===== src/rtl/irm_pkg.sv =====
`timescale 1ns / 1ps

package irm_pkg;

  // Default sizing of the source store and the arithmetic.
  localparam int MAX_DIM_DEF    = 128;
  localparam int PIXEL_BITS_DEF = 32;
  localparam int FRAC_BITS_DEF  = 14;

  // Fixed field widths of the ports.
  localparam int COORD_W    = 8;
  localparam int PIX_PORT_W = 32;
  localparam int DIM_W      = 8;
  localparam int TRIG_W     = 16;
  localparam int CFG_IDX_W  = 3;
  localparam int CFG_DATA_W = 16;

  // Operation codes of a request.
  localparam logic OP_LOAD  = 1'b0;
  localparam logic OP_FETCH = 1'b1;

  // Register indexes of the configuration port.
  localparam logic [CFG_IDX_W-1:0] REG_SOURCE_WIDTH  = 3'd0;
  localparam logic [CFG_IDX_W-1:0] REG_SOURCE_HEIGHT = 3'd1;
  localparam logic [CFG_IDX_W-1:0] REG_OUTPUT_WIDTH  = 3'd2;
  localparam logic [CFG_IDX_W-1:0] REG_OUTPUT_HEIGHT = 3'd3;
  localparam logic [CFG_IDX_W-1:0] REG_COSINE_Q14    = 3'd4;
  localparam logic [CFG_IDX_W-1:0] REG_SINE_Q14      = 3'd5;

  // Register reset values.
  localparam logic [DIM_W-1:0]         SOURCE_WIDTH_RST  = 8'd128;
  localparam logic [DIM_W-1:0]         SOURCE_HEIGHT_RST = 8'd128;
  localparam logic [DIM_W-1:0]         OUTPUT_WIDTH_RST  = 8'd128;
  localparam logic [DIM_W-1:0]         OUTPUT_HEIGHT_RST = 8'd128;
  localparam logic signed [TRIG_W-1:0] COSINE_RST        = 16'sd16384;
  localparam logic signed [TRIG_W-1:0] SINE_RST          = 16'sd0;

  // Configuration as seen by the mapping pipeline (source sizes already clamped).
  typedef struct packed {
    logic [DIM_W-1:0]         src_w;
    logic [DIM_W-1:0]         src_h;
    logic [DIM_W-1:0]         out_w;
    logic [DIM_W-1:0]         out_h;
    logic signed [TRIG_W-1:0] cosine;
    logic signed [TRIG_W-1:0] sine;
  } irm_cfg_t;

  // Control of the request leaving the mapping pipeline toward the store.
  typedef struct packed {
    logic valid;
    logic fetch;
    logic hit;
    logic write;
  } irm_ctrl_t;

endpackage


===== src/rtl/irm_map.sv =====
`timescale 1ns / 1ps

module irm_map #(
  parameter int MAX_DIM    = irm_pkg::MAX_DIM_DEF,
  parameter int PIXEL_BITS = irm_pkg::PIXEL_BITS_DEF,
  parameter int FRAC_BITS  = irm_pkg::FRAC_BITS_DEF,
  localparam int ADDR_W    = $clog2(MAX_DIM * MAX_DIM)
) (
  input  logic                             clk,
  input  logic                             rst,
  input  irm_pkg::irm_cfg_t                cfg,
  input  logic                             in_valid,
  output logic                             in_ready,
  input  logic                             in_op,
  input  logic [irm_pkg::COORD_W-1:0]      in_x,
  input  logic [irm_pkg::COORD_W-1:0]      in_y,
  input  logic [PIXEL_BITS-1:0]            in_pixel,
  input  logic                             take,
  output irm_pkg::irm_ctrl_t               d_ctrl,
  output logic [ADDR_W-1:0]                d_addr,
  output logic [PIXEL_BITS-1:0]            d_pixel
);

  localparam int DIFF_W = irm_pkg::COORD_W + 1;
  localparam int PROD_W = DIFF_W + irm_pkg::TRIG_W;
  localparam int CTR_W  = FRAC_BITS + irm_pkg::DIM_W;
  localparam int SUM_W  = ((CTR_W > PROD_W) ? CTR_W : PROD_W) + 2;
  localparam int HI_W   = SUM_W - FRAC_BITS;
  localparam logic signed [SUM_W-1:0] ONE_Q = SUM_W'(1) << FRAC_BITS;

  // Stage valid bits and per-stage advance.
  logic a_valid, b_valid, c_valid, d_valid;
  logic en_a, en_b, en_c, en_d;

  assign en_d     = !d_valid || take;
  assign en_c     = !c_valid || en_d;
  assign en_b     = !b_valid || en_c;
  assign en_a     = !a_valid || en_b;
  assign in_ready = en_a;

  // Stage A: offsets from the output centre, load address and bounds.
  logic                     a_fetch, a_load_ok;
  logic signed [DIFF_W-1:0] a_dx, a_dy;
  logic [ADDR_W-1:0]        a_addr;
  logic [PIXEL_BITS-1:0]    a_pixel;

  always_ff @(posedge clk) begin
    if (rst) begin
      a_valid <= 1'b0;
    end else if (en_a) begin
      a_valid <= in_valid;
    end
  end

  always_ff @(posedge clk) begin
    if (en_a) begin
      a_fetch   <= (in_op == irm_pkg::OP_FETCH);
      a_dx      <= signed'({1'b0, in_x}) - signed'(DIFF_W'(cfg.out_w[7:1]));
      a_dy      <= signed'({1'b0, in_y}) - signed'(DIFF_W'(cfg.out_h[7:1]));
      a_load_ok <= (in_x < cfg.src_w) && (in_y < cfg.src_h);
      a_addr    <= ADDR_W'(in_y) * ADDR_W'(MAX_DIM) + ADDR_W'(in_x);
      a_pixel   <= in_pixel;
    end
  end

  // Stage B: the four rotation products.
  logic                     b_fetch, b_load_ok;
  logic signed [PROD_W-1:0] b_xc, b_ys, b_xs, b_yc;
  logic [ADDR_W-1:0]        b_addr;
  logic [PIXEL_BITS-1:0]    b_pixel;

  always_ff @(posedge clk) begin
    if (rst) begin
      b_valid <= 1'b0;
    end else if (en_b) begin
      b_valid <= a_valid;
    end
  end

  always_ff @(posedge clk) begin
    if (en_b) begin
      b_fetch   <= a_fetch;
      b_load_ok <= a_load_ok;
      b_xc      <= PROD_W'(a_dx) * PROD_W'(cfg.cosine);
      b_ys      <= PROD_W'(a_dy) * PROD_W'(cfg.sine);
      b_xs      <= PROD_W'(a_dx) * PROD_W'(cfg.sine);
      b_yc      <= PROD_W'(a_dy) * PROD_W'(cfg.cosine);
      b_addr    <= a_addr;
      b_pixel   <= a_pixel;
    end
  end

  // Stage C: exact source position sums about the source centre.
  logic signed [SUM_W-1:0] ctr_x, ctr_y;
  logic                    c_fetch, c_load_ok;
  logic signed [SUM_W-1:0] c_sx, c_sy;
  logic [ADDR_W-1:0]       c_addr;
  logic [PIXEL_BITS-1:0]   c_pixel;

  assign ctr_x = signed'(SUM_W'(cfg.src_w[7:1])) <<< FRAC_BITS;
  assign ctr_y = signed'(SUM_W'(cfg.src_h[7:1])) <<< FRAC_BITS;

  always_ff @(posedge clk) begin
    if (rst) begin
      c_valid <= 1'b0;
    end else if (en_c) begin
      c_valid <= b_valid;
    end
  end

  always_ff @(posedge clk) begin
    if (en_c) begin
      c_fetch   <= b_fetch;
      c_load_ok <= b_load_ok;
      c_sx      <= ctr_x + SUM_W'(b_xc) - SUM_W'(b_ys);
      c_sy      <= ctr_y + SUM_W'(b_xs) + SUM_W'(b_yc);
      c_addr    <= b_addr;
      c_pixel   <= b_pixel;
    end
  end

  // Stage D: truncate toward zero, bounds check and fetch address.
  // A sum just below zero truncates to column or row zero.
  logic signed [HI_W-1:0]       hi_x, hi_y, w_s, h_s;
  logic                         neg_x, neg_y, in_x_ok, in_y_ok;
  logic [irm_pkg::COORD_W-1:0]  idx_x, idx_y;
  logic [ADDR_W-1:0]            fetch_addr;
  logic                         d_fetch, d_hit, d_write;

  assign hi_x  = HI_W'(c_sx >>> FRAC_BITS);
  assign hi_y  = HI_W'(c_sy >>> FRAC_BITS);
  assign neg_x = c_sx[SUM_W-1];
  assign neg_y = c_sy[SUM_W-1];
  assign w_s   = signed'(HI_W'(cfg.src_w));
  assign h_s   = signed'(HI_W'(cfg.src_h));

  assign in_x_ok = (cfg.src_w != '0) && (neg_x ? (c_sx > -ONE_Q) : (hi_x < w_s));
  assign in_y_ok = (cfg.src_h != '0) && (neg_y ? (c_sy > -ONE_Q) : (hi_y < h_s));
  assign idx_x   = neg_x ? '0 : hi_x[irm_pkg::COORD_W-1:0];
  assign idx_y   = neg_y ? '0 : hi_y[irm_pkg::COORD_W-1:0];
  assign fetch_addr = ADDR_W'(idx_y) * ADDR_W'(MAX_DIM) + ADDR_W'(idx_x);

  always_ff @(posedge clk) begin
    if (rst) begin
      d_valid <= 1'b0;
    end else if (en_d) begin
      d_valid <= c_valid;
    end
  end

  always_ff @(posedge clk) begin
    if (en_d) begin
      d_fetch <= c_fetch;
      d_hit   <= c_fetch && in_x_ok && in_y_ok;
      d_write <= !c_fetch && c_load_ok;
      d_addr  <= c_fetch ? fetch_addr : c_addr;
      d_pixel <= c_pixel;
    end
  end

  assign d_ctrl = '{valid: d_valid, fetch: d_fetch, hit: d_hit, write: d_write};

endmodule


===== config.mk =====
export PLATFORM = sky130hd
export DESIGN_NAME = irm_map
export DESIGN_NICKNAME = d
export VERILOG_FILES = /design/src/rtl/irm_pkg.sv /design/src/rtl/irm_map.sv
export SDC_FILE = /design/constraint.sdc
export NUM_CORES = 2
export LEC_CHECK = 0
export BUFFER_PORTS_ARGS = -buffer_cell sky130_fd_sc_hd__buf_2
export CORE_MARGIN = 4
export CORE_UTILIZATION = 45
export CTS_BUF_LIST = sky130_fd_sc_hd__clkbuf_4
export CTS_CLUSTER_DIAMETER = 120
export DETAILED_ROUTE_END_ITERATION = 6
export PLACE_DENSITY = 0.66
export SLEW_MARGIN = 20
export SYNTH_ARGS = -nofsm -noshare
export SYNTH_HDL_FRONTEND = slang
export SYNTH_SLANG_ARGS = --single-unit

===== constraint.sdc =====
create_clock -name clk -period 9.35 [get_ports clk]
set_input_delay 1.87 -clock clk [delete_from_list [all_inputs] [get_ports clk]]
set_output_delay 1.87 -clock clk [all_outputs]
set_load 0.1 [all_outputs]

**After elaboration in Yosys (flattened, before gate mapping)**

Cells that the tools add are included.

- Register bits: 369
- Output and inout port bits: 51
- Word-level logic and storage cells: 69

- Add/subtract/negate cells: 8
- Multiply operators: 4
- Magnitude comparators: 6
- Multiplexer cells: 5
- Reductions and logical operators: 17

Operators by type and width:

| cell | count |
|---|---|
| multiplier 9 x 16 -> 25 bit | 4 |
| > comparator 27 x 15 -> 1 bit, second input constant | 2 |
| adder 22 x 25 -> 26 bit | 2 |
| adder 14 x 8 -> 14 bit | 2 |
| adder 26 x 25 -> 27 bit | 1 |
| subtractor 26 x 25 -> 27 bit | 1 |
| less-than comparator 13 x 9 -> 1 bit | 2 |
| subtractor 8 x 7 -> 9 bit | 2 |
| less-than comparator 8 bit | 2 |
| nonzero test 8 bit | 2 |
| two-way mux 14 bit | 1 |
| two-way mux 8 bit | 1 |
| two-way mux 7 bit | 1 |
| logical AND 1 bit | 6 |
| zero test 1 bit | 5 |
| logical OR 1 bit | 4 |
| two-way mux 1 bit | 2 |

**Logic depth before layout (Yosys ltp)**

- Depth after elaboration: 5
- Depth in mapped cells: 20
- Depth with buffers taken out: 19

**Least setup slack after synthesis**

OpenSTA, ideal clock, no wires.

- Path type: input -> register
- From: in cfg[7] in the netlist's numbering
- To: reg b_ys[23], data pin
- Data arrival time: 6.522 ns
- Required time: 9.080 ns
- Path slack: 2.558 ns
- Stages: 20
- Buffers on the path: 2
- Cell sequence: clkbuf_1 clkbuf_1 nand2_1 fa_1 inv_1 fa_1 inv_1 fa_1 inv_1 fa_1 fa_1 ha_1 o21ai_0 o21bai_1 nand2_1 a31oi_1 o21ai_0 a21bo_2 a311oi_1 xor2_1

- Cells in the longest elaborated chain, start to end: 1

Ends and longest elaborated chain:

| item | line | text |
|---|---|---|
| start, declared | irm_map.sv:11 | `input irm_pkg::irm_cfg_t cfg,` |
| multiplier 9 x 16 -> 25 bit | irm_map.sv:85 | `b_ys <= PROD_W'(a_dy) * PROD_W'(cfg.sine);` |
| end signal, assigned | irm_map.sv:85 |  |
| end, declared | irm_map.sv:68 | `logic signed [PROD_W-1:0] b_xc, b_ys, b_xs, b_yc;` |

Every way passes these cells.
A chain may end at the register's enable or synchronous reset.

**Worst setup path after layout**

- From: in cfg[21] in the netlist's numbering
- To: reg b_yc[23], data pin

- Cells in the longest elaborated chain, start to end: 1

Ends and longest elaborated chain:

| item | line | text |
|---|---|---|
| multiplier 9 x 16 -> 25 bit | irm_map.sv:87 | `b_yc <= PROD_W'(a_dy) * PROD_W'(cfg.cosine);` |
| end signal, assigned | irm_map.sv:87 |  |
| end, declared | irm_map.sv:68 |  |

Every way passes these cells.

==> results.toml <==
[route]
vias = 23100
via_per_inst = 5.13
drc = 0
dr.pass1.iters = 5
drt_iter0_drc = 1242
ant_nets = 0
wirelength_um = 76200
wire_per_inst_um = 16.9

[worst_setup_path]
cp.depth = 20
slowest_delay_ps = 550
path_buf_inv = 4
critPathLaunchType = "input port"
worstPathMaxFanout = 18
required_ps = 9910
r2r_setup_slack_ps = 3200
path_cells = "buf_2 -> nand2_1 -> fa_1 -> inv_1 -> fa_1 -> ha_1 -> inv_1 -> fa_1 -> inv_1 -> ha_1 -> ha_1 -> fa_1 -> a211o_1 -> a21oi_1 -> o21ai_0 -> a211oi_1 -> nand2b_1 -> a31oi_1 -> a21oi_1 -> o21ai_0"
critical_path_class = "in2reg"
crit_top_cell = "fa_1"
r2r_start = "a_dy[8]"
r2r_cells = 17
crit_end = "b_yc[23]"
r2r-end = "b_ys[24]"
setup.worst_path.start = "cfg[21]"
cp_slowest_cell = "fa_1"
cp.arrival_ps = 7070
cp_top_family = "adder cells"
end_kind = "flop"

[global_route]
grt_usage = 0.190
grt_pass1_vias = 23600
grt_pass1_wl_um = 125000
antenna_found_initial = 18
grt_max_degree = 78
grt-ovfl-total = 0

[placed_design]
hpwl_um = 57500
gp_congestion = 0.846
port-buffer-count = 165

[synth]
synth-seq-area-share = 0.311
ys_ff_latch = 369
syn_inst = 3209
synth_ff_type = "edfxtp_1"
syn_area_per_cell_um2 = 11.0
synth_area_mm2 = 0.0355
yosys_warnings = 0
synth.distinct_cells = 58
synthesis.nets = 4160
ys_async_sr_fraction = 0
synth_edf_count = 365

[floorplanning]
fp.dieH_um = 289
coreArea_mm2 = 0.0777
num_rows = 102
initial_core_util = 0.456
ios = 168
die_width_um = 289
die_area_mm2 = 0.0833

[cells_and_area]
num-nets-final = 4339
layout-drive-gt1-share = 0.0977
area_delta_synth_final_pct = 8.72
fillCellCount = 7020
final_common_cell = "inv_1"
layout_common_cells = "inv_1, fa_1, edfxtp_1"

[run_status]
status = "complete, no violations"

[timing]
finalMaxSlewViolations = 0
max_slew_margin = 0.295
setup_tns_ps = 0
hold_viol_final = 0
fin_worst_skew_ps = 54.8
finalCriticalPeriod_ps = 6510
rsz0062_at_grt = "false"
max_freq_mhz = 154
fin_crit_sh = 0.696
finalSetupViolCount = 0
worstMarginPinSlew_ps = 1060

[job]
maxCapViolCount = 0

[worst_hold_path]
hp-start = "b_addr[2]"
hold_class = "reg2reg"

[clock_tree]
clock_path_buffers = 3
cts-root-buf = "clkbuf_4"
worstSkewPairLatency_ps = 820
hold_buffers = 0
clock_sinks = 369
ctsResizeCount = 0
post_cts_buffers = 0
cts_max_level = 3
numCtsBuffers = 93
clk_pin_slew_ps = 70
tritoncts = "built"
-- cells in the mapped netlist, drive strengths merged (5+ instances only) --
cell type,instances,share of area
inv,509,0.054
fa,494,0.28
edfxtp,365,0.31
nand2,341,0.036
ha,340,0.12
and2,251,0.044
nor2,122,0.013
xnor2,116,0.029
a21oi,111,0.016
clkbuf,99,0.010
o21ai,87,0.012
a21o,50,0.011
xor2,46,0.011
nand2b,27,0.0048
a211oi,25,0.0053
nor2b,24,0.0042
nand3,22,0.0031
o21bai,20,0.0042
nor3,19,0.0027
nor4,15,0.0026
o21a,15,0.0032
and3,12,0.0021
nand4,11,0.0019
a31oi,10,0.0018
o211ai,7,0.0015
a2111oi,5,0.0012
-- cell families after synthesis --
family | synth area share
adder cells (fa/ha/maj) | 0.399
AO/OA/AOI/OAI | 0.0666
flip-flops | 0.311
multiplexers | 0.000635
buffers and inverters | 0.0654
XOR/XNOR | 0.0400
AND/OR/NAND/NOR | 0.117
-- area by class of cell --
cell class	count	area, µm²	share of cell area
Multi-Input combinational cell	2226	22100	0.574
Inverter	511	1920	0.0499
Antenna cell	13	32.5	0.000844
Timing Repair Buffer	187	998	0.0259
Tap cell	1040	1300	0.0338
Sequential cell	369	11000	0.286
Clock inverter	40	263	0.00682
Clock buffer	117	878	0.0228
-- per-layer routing --
layer  up-vias  part of all wire  GRT usage
met5         -            0.0015          0
met4        16             0.022     0.0514
met3       113             0.065     0.0370
met2       576              0.46      0.305
met1     11500              0.45      0.267
li1      10900                 -          -
-- stage by stage --
stage / util / instance area, µm² / hold slack (ps) / setup WS, ps / instances
final: 0.496 / 38500 / 397 / 2840 / 4503
after global routing: 0.496 / 38500 / 381 / 2530 / 4496
after CTS: 0.495 / 38500 / 386 / 2960 / 4489
after detailed placement: 0.481 / 37400 / 405 / 2060 / 4332
after global placement: 0.481 / 37400 / 400 / 2110 / 4332
after floorplan: - / 35500 / 400 / 2560 / 3209
-- worst reg2reg max path: cells and delay by family, from the launching register on --
kind	cells	cell delay, ps
fa+ha+maj	6	2530
compound gates	6	1210
buf+inv	2	990
simple gates	2	560
flops	1	340
xor+xnor	1	310
-- how the worst min path moves through the flow --
stage,end,cells after the start
floorplan,b_addr[0],0
global placement,b_addr[0],0
detailed placement,b_addr[12],0
CTS,c_addr[2],0
global route,c_addr[0],0
finish,c_addr[2],0
-- flip-flops by register name, indices dropped and copies added (netlist names), 27 cells and up --
signal / flops
c_pixel: 32
c_sx: 27
a_pixel: 32
b_pixel: 32
d_pixel: 32
c_sy: 27
Power is left out: the tool's default activity adds up to more than one toggle a clock period on the data nets, which glitch-free logic cannot reach.
